`src/ard_pkg.sv`:
```
`timescale 1ns / 1ps
// ----------------------------------------------------------------------------
// ard_pkg
// Shared types and constants of the archive deframer.
// ----------------------------------------------------------------------------
package ard_pkg;

	localparam int unsigned OFFSET_BITS = 32;
	localparam int unsigned DOFF_W = ((OFFSET_BITS > 32) ? OFFSET_BITS : 32) + 2;
	localparam logic [DOFF_W-1:0] OFF_MAX =
		{{(DOFF_W - OFFSET_BITS){1'b0}}, {OFFSET_BITS{1'b1}}};
	localparam logic [DOFF_W-1:0] OUT_OFF_MAX =
		{{(DOFF_W - 32){1'b0}}, {32{1'b1}}};

	localparam logic [1:0] ST_OK          = 2'd0;
	localparam logic [1:0] ST_BAD_MAGIC   = 2'd1;
	localparam logic [1:0] ST_BAD_TRAILER = 2'd2;
	localparam logic [1:0] ST_TRUNCATED   = 2'd3;

	localparam logic EVT_MEMBER = 1'b0;
	localparam logic EVT_END    = 1'b1;

	localparam logic [7:0] CH_NL    = 8'h0A;
	localparam logic [7:0] CH_SPACE = 8'h20;
	localparam logic [7:0] CH_GRAVE = 8'h60;
	localparam logic [7:0] CH_ZERO  = 8'h30;
	localparam logic [7:0] CH_NINE  = 8'h39;

	localparam logic [7:0] MAGIC_SEQ [8] =
		'{8'h21, 8'h3C, 8'h61, 8'h72, 8'h63, 8'h68, 8'h3E, 8'h0A};
	localparam logic [7:0] EXT_PREFIX [3] = '{8'h23, 8'h31, 8'h2F};

	typedef struct packed {
		logic [7:0] data_byte;
		logic       is_last;
	} in_item_t;

	typedef struct packed {
		logic        event_kind;
		logic [1:0]  status;
		logic [31:0] data_offset;
		logic [33:0] data_size;
		logic [39:0] mod_time;
		logic [15:0] name_length;
		logic        name_extended;
	} result_t;

endpackage

```
`src/ard_parser.sv`:
```
`timescale 1ns / 1ps
// ----------------------------------------------------------------------------
// ard_parser
// Parse state and per-byte update: magic, headers, data skip and padding.
// ----------------------------------------------------------------------------
module ard_parser import ard_pkg::*; (
	input  logic     clk,
	input  logic     arst_n,
	input  logic     step,
	input  in_item_t item,
	output logic     res_valid,
	output result_t  res
);

	typedef enum logic [2:0] {
		PH_MAGIC,
		PH_HEADER,
		PH_SKIP,
		PH_PAD,
		PH_ERROR
	} phase_t;

	localparam logic [5:0] FI_EXT_END  = 6'd3;
	localparam logic [5:0] FI_NAME_END = 6'd16;
	localparam logic [5:0] FI_DATE     = 6'd16;
	localparam logic [5:0] FI_DATE_END = 6'd28;
	localparam logic [5:0] FI_SIZE     = 6'd48;
	localparam logic [5:0] FI_SIZE_END = 6'd58;
	localparam logic [5:0] FI_TRAIL0   = 6'd58;
	localparam logic [5:0] FI_TRAIL1   = 6'd59;
	localparam logic [5:0] HDR_LEN     = 6'd60;

	phase_t                 phase_q, phase_n;
	logic [5:0]             fidx_q, fidx_n;
	logic [OFFSET_BITS-1:0] boff_q, boff_n;
	logic [39:0]            date_q, date_n;
	logic [33:0]            size_q, size_n;
	logic [15:0]            nlen_q, nlen_n;
	logic                   dstop_q, dstop_n;
	logic                   pmatch_q, pmatch_n;
	logic [33:0]            brem_q, brem_n;

	always_comb begin
		logic [7:0]        b;
		logic              last;
		logic              st_set;
		logic [1:0]        st;
		logic              emitted;
		logic              restart;
		logic [5:0]        fi;
		logic              is_dig;
		logic [19:0]       nl_wide;
		logic [33:0]       skip;
		logic [33:0]       dsize;
		logic [33:0]       br_dec;
		logic [DOFF_W-1:0] dsum;
		logic [DOFF_W-1:0] dsat;

		b       = item.data_byte;
		last    = item.is_last;
		st_set  = 1'b0;
		st      = ST_OK;
		emitted = 1'b0;
		restart = 1'b0;
		fi      = '0;
		skip    = '0;
		dsize   = '0;
		br_dec  = '0;
		dsum    = '0;
		dsat    = '0;
		nl_wide = '0;
		is_dig  = (b >= CH_ZERO) && (b <= CH_NINE);

		phase_n  = phase_q;
		fidx_n   = fidx_q;
		date_n   = date_q;
		size_n   = size_q;
		nlen_n   = nlen_q;
		dstop_n  = dstop_q;
		pmatch_n = pmatch_q;
		brem_n   = brem_q;
		boff_n   = (boff_q != '1) ? boff_q + 1'b1 : boff_q;

		res_valid         = 1'b0;
		res.event_kind    = EVT_END;
		res.status        = ST_OK;
		res.data_offset   = '0;
		res.data_size     = '0;
		res.mod_time      = '0;
		res.name_length   = '0;
		res.name_extended = 1'b0;

		unique case (phase_q)
			PH_ERROR: begin
				if (last)
					restart = 1'b1;
			end
			PH_MAGIC: begin
				if (b != MAGIC_SEQ[fidx_q[2:0]]) begin
					st_set = 1'b1;
					st     = ST_BAD_MAGIC;
				end else if (fidx_q[2:0] == 3'd7) begin
					phase_n = PH_HEADER;
					fidx_n  = '0;
				end else begin
					fidx_n = {3'b000, fidx_q[2:0] + 3'd1};
				end
				if (last && !st_set) begin
					st_set = 1'b1;
					st     = (phase_n == PH_HEADER) ? ST_OK : ST_TRUNCATED;
				end
			end
			PH_SKIP: begin
				br_dec = (brem_q != '0) ? brem_q - 34'd1 : brem_q;
				brem_n = br_dec;
				if (br_dec == '0)
					phase_n = PH_PAD;
				if (last) begin
					st_set = 1'b1;
					st     = ST_OK;
				end
			end
			PH_HEADER, PH_PAD: begin
				if (phase_q == PH_PAD && b == CH_NL) begin
					if (last) begin
						st_set = 1'b1;
						st     = ST_OK;
					end
				end else begin
					phase_n = PH_HEADER;
					fi = (phase_q == PH_PAD) ? 6'd0 : fidx_q;
					if (fi >= HDR_LEN)
						fi = '0;
					if (fi == '0) begin
						date_n   = '0;
						size_n   = '0;
						nlen_n   = '0;
						dstop_n  = 1'b0;
						pmatch_n = 1'b1;
					end
					if (fi < FI_EXT_END) begin
						if (b != EXT_PREFIX[fi[1:0]])
							pmatch_n = 1'b0;
						if (b != CH_SPACE)
							nlen_n = 16'(fi) + 16'd1;
					end else if (fi < FI_NAME_END) begin
						if (pmatch_n) begin
							if (fi == FI_EXT_END) begin
								nlen_n  = '0;
								dstop_n = 1'b0;
							end
							if (!dstop_n) begin
								if (is_dig) begin
									nl_wide = ({4'b0000, nlen_n} << 3) + ({4'b0000, nlen_n} << 1)
										+ 20'(b[3:0]);
									nlen_n = (nl_wide > 20'hFFFF) ? 16'hFFFF : nl_wide[15:0];
								end else begin
									dstop_n = 1'b1;
								end
							end
						end else if (b != CH_SPACE) begin
							nlen_n = 16'(fi) + 16'd1;
						end
					end else if (fi < FI_DATE_END) begin
						if (fi == FI_DATE)
							dstop_n = 1'b0;
						if (!dstop_n) begin
							if (is_dig)
								date_n = (date_n << 3) + (date_n << 1) + 40'(b[3:0]);
							else
								dstop_n = 1'b1;
						end
					end else if (fi >= FI_SIZE && fi < FI_SIZE_END) begin
						if (fi == FI_SIZE)
							dstop_n = 1'b0;
						if (!dstop_n) begin
							if (is_dig)
								size_n = (size_n << 3) + (size_n << 1) + 34'(b[3:0]);
							else
								dstop_n = 1'b1;
						end
					end else if (fi == FI_TRAIL0) begin
						if (b != CH_GRAVE) begin
							st_set = 1'b1;
							st     = ST_BAD_TRAILER;
						end
					end else if (fi == FI_TRAIL1) begin
						if (b != CH_NL) begin
							st_set = 1'b1;
							st     = ST_BAD_TRAILER;
						end else begin
							skip  = pmatch_n ? 34'(nlen_n) : 34'd0;
							dsize = size_n;
							if (pmatch_n)
								dsize = (size_n > 34'(nlen_n)) ? size_n - 34'(nlen_n) : 34'd0;
							dsum = DOFF_W'(boff_q) + DOFF_W'(skip) + DOFF_W'(1);
							dsat = (dsum > OFF_MAX) ? OFF_MAX : dsum;
							emitted           = 1'b1;
							res_valid         = 1'b1;
							res.event_kind    = EVT_MEMBER;
							res.status        = ST_OK;
							res.data_offset   = (dsat > OUT_OFF_MAX) ? 32'hFFFF_FFFF : dsat[31:0];
							res.data_size     = dsize;
							res.mod_time      = date_n;
							res.name_length   = nlen_n;
							res.name_extended = pmatch_n;
							brem_n  = skip + dsize;
							phase_n = (brem_n != '0) ? PH_SKIP : PH_PAD;
						end
					end
					fidx_n = (fi == FI_TRAIL1) ? 6'd0 : fi + 6'd1;
					if (last && !st_set && !emitted) begin
						st_set = 1'b1;
						st     = ST_TRUNCATED;
					end
				end
			end
			default: begin
				restart = 1'b1;
			end
		endcase

		if (emitted) begin
			if (last)
				restart = 1'b1;
		end else if (st_set) begin
			res_valid      = 1'b1;
			res.event_kind = EVT_END;
			res.status     = st;
			if (st == ST_BAD_MAGIC || st == ST_BAD_TRAILER) begin
				if (last)
					restart = 1'b1;
				else
					phase_n = PH_ERROR;
			end else begin
				restart = 1'b1;
			end
		end

		if (restart) begin
			phase_n  = PH_MAGIC;
			fidx_n   = '0;
			boff_n   = '0;
			date_n   = '0;
			size_n   = '0;
			nlen_n   = '0;
			dstop_n  = 1'b0;
			pmatch_n = 1'b1;
			brem_n   = '0;
		end
	end

	always_ff @(posedge clk or negedge arst_n) begin
		if (!arst_n) begin
			phase_q  <= PH_MAGIC;
			fidx_q   <= '0;
			boff_q   <= '0;
			date_q   <= '0;
			size_q   <= '0;
			nlen_q   <= '0;
			dstop_q  <= 1'b0;
			pmatch_q <= 1'b1;
			brem_q   <= '0;
		end else if (step) begin
			phase_q  <= phase_n;
			fidx_q   <= fidx_n;
			boff_q   <= boff_n;
			date_q   <= date_n;
			size_q   <= size_n;
			nlen_q   <= nlen_n;
			dstop_q  <= dstop_n;
			pmatch_q <= pmatch_n;
			brem_q   <= brem_n;
		end
	end

endmodule

```
`src/ard_out_reg.sv`:
```
`timescale 1ns / 1ps
// ----------------------------------------------------------------------------
// ard_out_reg
// Result register in front of the master-side stream port.
// ----------------------------------------------------------------------------
module ard_out_reg import ard_pkg::*; (
	input  logic    clk,
	input  logic    arst_n,
	input  logic    load,
	input  logic    res_valid,
	input  result_t res,
	output logic    free,
	output logic    out_valid,
	input  logic    out_ready,
	output result_t out_res
);

	logic    valid_q;
	result_t res_q;

	assign free      = !valid_q || out_ready;
	assign out_valid = valid_q;
	assign out_res   = res_q;

	always_ff @(posedge clk or negedge arst_n) begin
		if (!arst_n) begin
			valid_q <= 1'b0;
		end else begin
			if (out_ready)
				valid_q <= 1'b0;
			if (load && res_valid)
				valid_q <= 1'b1;
		end
	end

	always_ff @(posedge clk) begin
		if (load && res_valid)
			res_q <= res;
	end

endmodule

```
`src/ar_archive_deframer.sv`:
```
`timescale 1ns / 1ps
// ----------------------------------------------------------------------------
// ar_archive_deframer
// Byte-stream parser for ar archives: one event per member, at most one end report.
// ----------------------------------------------------------------------------
// The slave side takes one archive byte per transaction in s_axis_tdata;
// s_axis_tlast marks the final byte of the archive. The master side gives
// one transaction per member header found (m_axis_tuser low) and one end
// report (m_axis_tuser high) with a status on the last byte or on the first
// error. A header completed by the last byte gives only the member event.
// After an error the bytes up to the last one are dropped without output.
// Each byte is held in an input register, parsed from there, and its result
// is registered in the result register in front of the master port. One
// byte is taken every cycle while the result register can be freed; the
// state update with its decimal multiply-by-ten accumulate sets that rate.
// When the receiver stalls, the result register holds and the input
// register fills; s_axis_tready falls only when both are occupied.
// Reset clears the parse state to the start of a new archive and empties
// both registers.
// ----------------------------------------------------------------------------
module ar_archive_deframer import ard_pkg::*; (
	input  logic         clk,
	input  logic         arst_n,
	input  logic         s_axis_tvalid,
	output logic         s_axis_tready,
	input  logic [7:0]   s_axis_tdata,  // [7:0] data_byte
	input  logic         s_axis_tlast,  // is_last
	output logic         m_axis_tvalid,
	input  logic         m_axis_tready,
	output logic [127:0] m_axis_tdata,  // status, data_offset, data_size, mod_time,
	                                    // name_length, name_extended, zero fill
	output logic         m_axis_tuser   // event_kind
);

	logic     valid_s1;
	in_item_t item_s1;
	logic     free;
	logic     advance;
	logic     res_valid;
	result_t  res;
	result_t  out_res;

	assign advance       = valid_s1 && free;
	assign s_axis_tready = !valid_s1 || free;

	always_ff @(posedge clk or negedge arst_n) begin
		if (!arst_n) begin
			valid_s1 <= 1'b0;
		end else if (s_axis_tready) begin
			valid_s1 <= s_axis_tvalid;
		end
	end

	always_ff @(posedge clk) begin
		if (s_axis_tready && s_axis_tvalid) begin
			item_s1.data_byte <= s_axis_tdata;
			item_s1.is_last   <= s_axis_tlast;
		end
	end

	ard_parser u_parser (
		.clk       (clk),
		.arst_n    (arst_n),
		.step      (advance),
		.item      (item_s1),
		.res_valid (res_valid),
		.res       (res)
	);

	ard_out_reg u_out_reg (
		.clk       (clk),
		.arst_n    (arst_n),
		.load      (advance),
		.res_valid (res_valid),
		.res       (res),
		.free      (free),
		.out_valid (m_axis_tvalid),
		.out_ready (m_axis_tready),
		.out_res   (out_res)
	);

	assign m_axis_tuser = out_res.event_kind;
	assign m_axis_tdata = {3'b000, out_res.name_extended, out_res.name_length,
		out_res.mod_time, out_res.data_size, out_res.data_offset, out_res.status};

endmodule

```
`config.mk`:
```
export PLATFORM = sky130hd
export DESIGN_NAME = ar_archive_deframer
export DESIGN_NICKNAME = d
export VERILOG_FILES = /design/src/ard_pkg.sv /design/src/ard_parser.sv /design/src/ard_out_reg.sv /design/src/ar_archive_deframer.sv
export SDC_FILE = /design/constraint.sdc
export NUM_CORES = 1
export LEC_CHECK = 0
export ABC_AREA = 1
export BUFFER_PORTS_ARGS = -buffer_cell sky130_fd_sc_hd__buf_2
export CAP_MARGIN = 10
export CELL_PAD_IN_SITES_DETAIL_PLACEMENT = 1
export CELL_PAD_IN_SITES_GLOBAL_PLACEMENT = 1
export CORE_MARGIN = 1.5
export CORE_UTILIZATION = 45
export DETAILED_ROUTE_END_ITERATION = 6
export HOLD_SLACK_MARGIN = 0.08
export PLACE_DENSITY = 0.83
export SKIP_LAST_GASP = 1
export SLEW_MARGIN = 20
export SYNTH_ARGS = -nofsm -noshare
export SYNTH_HDL_FRONTEND = slang
export SYNTH_SLANG_ARGS = --single-unit
```
`constraint.sdc`:
```
create_clock -name clk -period 12.6 [get_ports clk]
set_input_delay 1.26 -clock clk [delete_from_list [all_inputs] [get_ports clk]]
set_output_delay 1.26 -clock clk [all_outputs]
set_load 0.01 [all_outputs]
```
# [After elaboration in Yosys (flattened, before gate mapping)]
# Memory sizes are Yosys's and may differ from the RTL's.
# Cells that the tools add are included.
[word_totals] romBits=64 elab_cells=325 ram_bits=0 ff_bits=304 latchBits=0 in_bits=13 n_memories=1
[op_classes] n_addsub=15 div=0 n_shift=0 eq_ne=30 n_bitwise=4 n_mul=0 n_lt_le_gt_ge=14 reduce_logical=34 n_mux=207
[mem_list] name="(no name shown)" words=8 word_bits=8 read_ports=1 rd_ports_with_merged_regs=0 wr=0 line="ard_parser.sv:99" source="if (b != MAGIC_SEQ[fidx_q[2:0]]) begin"
[ops] cell="$mux 34" count=34
[ops] cell="$mux 126" count=9
[ops] cell="$mux 40" count=11
[ops] cell="$mux 16" count=20
[ops] cell="$mux 32" count=3
[ops] cell="$mux 1" count=79
[ops] cell="$add 34x34->34" count=2
[ops] cell="$gt 34x32->1 const B" count=2
[ops] cell="$pmux 34 s2" count=1
[ops] cell="$reduce_bool 34->1" count=2
[ops] cell="$mux 3" count=20
[ops] cell="$mux 6" count=8
[ops] cell="$add 40x4->40" count=1
[ops] cell="$add 40x40->40" count=1
[ops] cell="$add 32x34->34" count=1
[ops] cell="$add 34x1->34 const B" count=1
[ops] cell="$add 34x4->34" count=1
[ops] cell="$gt 34x16->1" count=1
[ops] cell="$logic_not 34->1" count=1
[ops] cell="$sub 34x1->34 const B" count=1
[ops] cell="$sub 34x16->34" count=1
[ops] cell="$add 32x1->32 const B" count=1
[ops] cell="$mux 8" count=4
[ops] cell="$ne 32x32->1 const B" count=1
[ops] cell="other kinds (54)" count=98

# [Depth between registers and ports, before layout]
# Gate-level depths: netlist of the first run.
[logic_depth] ltp_word=39 ltp_mapped=58 depth_no_buf=55

# [Hierarchy]
# Synthesis of the first run repeated with hierarchy kept, for this count alone.
[hier_totals] hier_cells=3321 area_unflattened_um2=24627.4
[modules_own_cells] module="ard_parser" cells_per_inst=3168 area_each_um2=20445.9 seq_area_each_um2=4180.3 instances=1
[modules_own_cells] module="ard_out_reg" cells_per_inst=132 area_each_um2=3832.4 seq_area_each_um2=3808.7 instances=1
[modules_own_cells] module="ar_archive_deframer" cells_per_inst=21 area_each_um2=349.1 seq_area_each_um2=295.3 instances=1

# [Least setup slack after synthesis of the first run]
# OpenSTA, ideal clock, no wires.
[synth_timing] kind="register to register" startpoint="register u_parser.phase_q[1]" endpoint="register u_parser.phase_q[0]" period_less_slack_ns=7.431 path_slack_ns=5.169 t_arrival_ns=7.314 required_time_ns=12.484 path_buffers=6 path_stages_with_launch=56 path_cell_list="dfrtp_1 > nand2_2 > nor2_4 > nor2_2 > nand2_2 > nand2_1 > inv_1 > nand2_1 > ha_1 > nand3_4 > inv_2 > clkbuf_1 > buf_1 > clkbuf_1 > clkbuf_1 > nor2_1 > fa_1 > a21oi_1 > [20 not listed] > a21boi_0 > or2_2 > nand2_1 > nand3_1 > nor2_2 > nand2_1 > nor2_2 > nand2_1 > nand2_1 > nand2_1 > inv_2 > nor2_1 > nand3_1 > nand2_1 > nand2_1 > nand2_1 > nand2_1 > nand2_1"
[synth_between] elab_chain_len=39
[synth_lines] element="start: declaration" line="ard_parser.sv:33" source="phase_t phase_q, phase_n;"
[synth_lines] element="start signal: assignment" line="ard_parser.sv:265" source="phase_q <= phase_n;"
[synth_lines] element="$eq 3x2->1" line="ard_parser.sv:93, ard_parser.sv:124, ard_parser.sv:131"
[synth_lines] element="$mux 6" line="ard_parser.sv:131" source="fi = (phase_q == PH_PAD) ? 6'd0 : fidx_q;"
[synth_lines] element="$ge 6x6->1" line="ard_parser.sv:132" source="if (fi >= HDR_LEN)"
[synth_lines] element="$mux 6" line="ard_parser.sv:132"
[synth_lines] element="$mux 6" line="ard_parser.sv:124" source="if (phase_q == PH_PAD && b == CH_NL) begin"
[synth_lines] element="$mux 6" line="ard_parser.sv:93" source="unique case (phase_q)"
[synth_lines] element="$logic_not 6->1" line="ard_parser.sv:134" source="if (fi == '0) begin"
[synth_lines] element="$mux 34 / $mux 16 (equally long branches)" line="ard_parser.sv:134"
[synth_lines] element="[23 not listed]"
[synth_lines] element="$mux 3" line="ard_parser.sv:141" source="if (fi < FI_EXT_END) begin"
[synth_lines] element="$mux 3" line="ard_parser.sv:124"
[synth_lines] element="$pmux 3 s3" line="ard_parser.sv:93"
[synth_lines] element="$mux 3" line="ard_parser.sv:231" source="if (last)"
[synth_lines] element="$mux 3" line="ard_parser.sv:230" source="if (st == ST_BAD_MAGIC || st == ST_BAD_TRAILER) begin"
[synth_lines] element="$mux 3" line="ard_parser.sv:226" source="end else if (st_set) begin"
[synth_lines] element="$mux 3" line="ard_parser.sv:223" source="if (emitted) begin"
[synth_lines] element="$mux 3 (*)" line="ard_parser.sv:240" source="if (restart) begin"
# Every way passes the cells marked *; elsewhere a longest branch is shown, timed or not. The select of a mux whose other input is x is not followed.
# A chain may end at the register's enable or synchronous reset.

# [Worst setup path in the final report of the first run]
[layout_timing] startpoint="register u_parser.phase_q[2]" endpoint="register u_parser.phase_q[0]"
# The elaborated chain is that of the path after synthesis.

==> results.toml, run 1 <==
[run_status]
outcome = "finished, final reports clean"

[clocking]
cts_repair_resize_count = 0
cts.reportedPaths.clkPinSlew_ps = 60
root_buffer = "clkbuf_16"
cts_tree = "done"
clk_path_buf_depth = 3
cts_buffers = 38
cts.sinks = 304
post_cts_buffers = 0
htree_levels = 2
insertion_delay_ps = 590
cts_hold_buf = 0

[sta]
min_period_ps = 9910
hold_viol = 0
slew-limit-headroom = 0.252
rsz0062_at_grt = "false"
maxSlewViolCount = 0
setup_viol = 0
fmax_mhz = 101
fin_crit_sh = 0.787
timing.final.ws_setup_ps = 2690
worst_pin_slew_ps = 1120
fin_skew_ps = 38.6
setup_tns_ps = 0

[worst_hold_path]
hp-class = "flip-flop to flip-flop"
hp-start = "u_parser.date_q[32]"
hold_path_end = "u_parser.date_q[32]"
whs_path_depth = 2

[floorplanning]
row_count = 85
die_h_um = 237
die_width_um = 237
die_area_um2 = 56100
core_area_um2 = 53900
initial_core_util = 0.456
io_pins = 144

[layout]
areaGrowthSynthToFinish_pct = 10.7
final_util = 0.505
fin_nets = 3631
final_cell_count_no_fill = 4110
layout-drive-gt1-share = 0.0853

[setup_path]
path_max_fanout = 54
crit_type = "flip-flop to flip-flop"
worstPathArrival_ps = 10420
regToRegSetupSlack_ps = 2690
r2r_start = "u_parser.phase_q[2]"
cp-startpoint = "u_parser.phase_q[2]"
end_kind = "flip-flop"
r2r_cells = 46
slowest_delay_ps = 1060
cp.required_ps = 13110
startpoint_type = "flip-flop"
slowest_stage = "inv_2"
r2r-end = "u_parser.phase_q[0]"
path_common_cell = "nand2_1"

[synthesis]
yosysWarnings = 0
synth_enable_flop_cells = 135
avgSynthCellArea_um2 = 7.48
async_reset_ff_frac = 0.556
synth_top_area_frac = 0.171
ys_ff_latch = 304
yosysMostFrequentCell = "nand2_1"
ys_top_cells_by_count = "552 x nand2_1, 416 x nor2_1, 400 x inv_1"
synth-main-ff-cell = "dfrtp_1"
syn_area_um2 = 24600
synth_cells = 3288
seq_area_frac_synth = 0.337
synthTopCellsByArea = "dfrtp_1 17%, edfxtp_1 16%, ha_1 12%"
synth_top_area_cell = "dfrtp_1"
synthDistinctLibCells = 68

[job]
drv_cap = 0

[power]
p_per_area_nw_per_um2 = 242
ir_drop_mv = 0.185
power.total_mw = 6.59
power.leakage_nw = 12.9

[place]
numPortBuffers = 140
pre_cts_ws_ps = 2890
place_inst = 4039
gp_congestion = 0.911
post-dp-hpwl_um = 65100

[route]
wl_per_cell_um = 21.1
first_iter_violations = 1407
vias = 23900
antenna_left = 0
wl_um = 86600
drt-vias-per-instance = 5.83
first_pass_iters = 5
drcViolationCount = 0

[grt]
grt_overflow_total = 0
grt_pass1_vias = 25400
grt_pass1_wl_um = 139000
track_usage = 0.308
antenna_found_initial = 2
grt_max_degree = 90
flip-flops by register name, indices dropped and copies added (netlist names):
| signal | flops |
|---|---|
| u_parser.nlen_q | 16 |
| u_parser.boff_q | 32 |
| u_out_reg.out_res | 126 |
| u_parser.size_q | 34 |
| valid_s1 | 1 |
| u_parser.brem_q | 34 |
| u_parser.fidx_q | 6 |
| item_s1 | 9 |
| u_parser.dstop_q | 1 |
| u_parser.date_q | 40 |
| u_parser.pmatch_q | 1 |
| u_out_reg.out_valid | 1 |
| u_parser.phase_q | 3 |
through the flow:
stage | hold WS (ps) | area [µm²]
finish | 487 | 27200
floorplan | 446 | 24600
CTS | 491 | 27200
global placement | 464 | 25900
detailed placement | 476 | 25900
global route | 516 | 27200
logic make-up (layout without fill, tap and decap cells):
logic type,count (synthesis),in the layout,share of synthesized area
other cells,1,4,0.000153
xor+xnor,150,150,0.0540
fa+ha+maj,235,235,0.122
compound gates,752,752,0.174
buf+inv,522,645,0.0817
mux,1,1,0.000407
flops,304,304,0.337
simple gates,1323,1323,0.230
critical path: cells and delay by family, from the launching register on:
family	cells	cell delay (ps)
simple gates	31	4640
flops	1	520
fa+ha+maj	3	900
buf+inv	4	1670
compound gates	8	2040
area by class of cell:
type,count,area [µm²]
clock inverter,17,243
timing repair buffer,160,857
tap,696,871
antenna,1,2.50
inverter,415,1570
fill,6792,26700
clock buffer,53,1080
multi-input combinational,2464,14300
sequential,304,8280
worst max path at each step:
stage	to	cells after the start
final	u_parser.phase_q[0]	46
after global routing	u_parser.phase_q[0]	47
after CTS	u_parser.phase_q[0]	46
after detailed placement	u_parser.phase_q[0]	46
after global placement	u_parser.phase_q[0]	46
after floorplan	u_parser.phase_q[0]	55
where the power goes:
part           internal, mW  switching, mW  total [mW]  leakage, nW
Sequential             1.30          0.129        1.43         3.65
Clock                 0.708          0.483        1.19        0.638
Combinational          1.13           2.83        3.96         8.63
Total                  3.15           3.44        6.59         12.9
cell usage in the layout (no fill, tap or decap), drive strengths merged, types with 16 or more instances in the layout:
cell and instances:
o22ai 44, nand3 149, clkbuf 53, a32o 17
o21a 16, o211ai 28, o21ai 311, ha 226
nor2 435, dfrtp 168, edfxtp 135, xnor2 49
nor4 16, nor3 73, xor2 101, nand4 57
buf 160, a21oi 250, inv 413, nand2 570
metal layers:
layer,track usage,part of all wire,vias up
met2,0.530,0.48,576
met5,0,0.00015,-
met1,0.399,0.45,11900
met3,0.0391,0.043,155
met4,0.101,0.028,2
li1,-,-,11300
Note: power is estimated with default switching activity, not from simulation.
==> run 2: changes to the inputs <==
==> constraint.sdc (replaced) <==
create_clock -name clk -period 9.8 [get_ports clk]
set_input_delay 0.98 -clock clk [delete_from_list [all_inputs] [get_ports clk]]
set_output_delay 0.98 -clock clk [all_outputs]
set_load 0.01 [all_outputs]
==> results.toml, run 2 (synthesis gave the netlist of run 1 again) <==
[run_status]
outcome = "finished, final reports clean"

[clocking]
htree_levels = 2
root_buffer = "clkbuf_16"
cts.sinks = 304
clk_path_buf_depth = 3
cts_repair_resize_count = 0
cts.reportedPaths.clkPinSlew_ps = 60
cts_buffers = 38
cts_tree = "done"
post_cts_buffers = 0
cts_hold_buf = 0
insertion_delay_ps = 590

[sta]
setup_viol = 0
rsz0062_at_grt = "false"
slew-limit-headroom = 0.264
fin_crit_sh = 0.847
worst_pin_slew_ps = 1100
min_period_ps = 8300
setup_tns_ps = 0
maxSlewViolCount = 0
fin_skew_ps = 18.3
hold_viol = 0
fmax_mhz = 120

[setup_path]
path_max_fanout = 35
path_common_cell = "nand2_1"
critical_path.top_delay_family = "simple AND/OR/NAND/NOR gates"
critPathBufInv = 6
r2r_cells = 43
slowest_delay_ps = 600
cp.required_ps = 10320
slowest_stage = "dfrtp_1"
worstPathArrival_ps = 8830
path_depth = 43
end_kind = "flip-flop"
startpoint_type = "flip-flop"
crit_type = "flip-flop to flip-flop"

[floorplanning]
initial_core_util = 0.456
core_area_um2 = 53900
io_pins = 144
die_h_um = 237
row_count = 85
die_area_um2 = 56100
die_width_um = 237

[route]
wl_per_cell_um = 21.2
wl_um = 87100
first_iter_violations = 1672
antenna_left = 0
drt-vias-per-instance = 5.86
vias = 24100
drcViolationCount = 0
first_pass_iters = 5

[grt]
track_usage = 0.310
grt_pass1_wl_um = 139000
antenna_found_initial = 0
grt_pass1_vias = 25600
grt_max_degree = 91
grt_overflow_total = 0

[power]
ir_drop_mv = 0.215
p_per_area_nw_per_um2 = 313
power.total_mw = 8.53
power.leakage_nw = 12.9

[layout]
layout_commonest_cell = "nand2_1"
final_util = 0.505
layout-drive-gt1-share = 0.0861
areaGrowthSynthToFinish_pct = 10.8
largest_reg_flops = 126
final_cell_mix = "552 x nand2_1, 414 x nor2_1, 397 x inv_1"
antenna_cells = 0
fin_nets = 3634

[worst_hold_path]
hp-class = "input port to async pin"

[place]
numPortBuffers = 140
gp_congestion = 0.937
post-dp-hpwl_um = 65900

[job]
drv_cap = 0
## run 2: worst paths after layout
check / from / to / slack, ps
worst max-delay path: u_parser.fidx_q[2] / u_parser.phase_q[0] / 1500
worst min-delay path: arst_n / u_parser.boff_q[31] / 330
max in group asynchronous: arst_n / u_parser.size_q[3] / 8100
min in group clk: u_parser.date_q[32] / u_parser.date_q[32] / 490
worst max register to register: u_parser.fidx_q[2] / u_parser.phase_q[0] / 1500
worst min register to register: u_parser.date_q[32] / u_parser.date_q[32] / 490
## run 2: worst reg2reg max path: cells and delay by family (launching register included)
family / cells / cell delay, ps
compound gates: 8 / 1450
fa+ha+maj: 2 / 690
buf+inv: 6 / 2040
flops: 1 / 600
simple gates: 27 / 3480
## run 2: area by class of cell
class                   count  area, µm²
flip-flops and latches    304       8280
clock buffers              48        998
multi-input cells        2464      14300
clock inverters            22        319
inverters                 415       1570
repair buffers            163        883
fillers                  6843      26700
well taps                 696        871
## run 2: through the flow
| stage | instances | area [µm²] | hold slack (ps) | worst slack (ps) |
|---|---|---|---|---|
| floorplan | 3290 | 24600 | 446 | 2370 |
| global placement | 4042 | 25900 | 464 | 1920 |
| detailed placement | 4042 | 25900 | 475 | 1590 |
| CTS | 4112 | 27200 | 334 | 1540 |
| global route | 4112 | 27200 | 357 | 671 |
| finish | 4112 | 27200 | 332 | 1500 |
## run 2: where the power goes
| part | total, mW | internal (mW) | switching [mW] |
|---|---|---|---|
| Sequential | 1.83 | 1.67 | 0.157 |
| Clock | 1.53 | 0.895 | 0.635 |
| Combinational | 5.17 | 1.47 | 3.70 |
## run 2: routing by layer
layer  routed length [µm]  track usage  vias to the layer above  part of all wire
met2                42200        0.539                      602              0.48
met3                 3500       0.0354                      174             0.040
li1                     -            -                    11400                 -
met1                38400        0.395                    11900              0.44
met5                    0            0                        -                 0
met4                 2970        0.114                        0             0.034
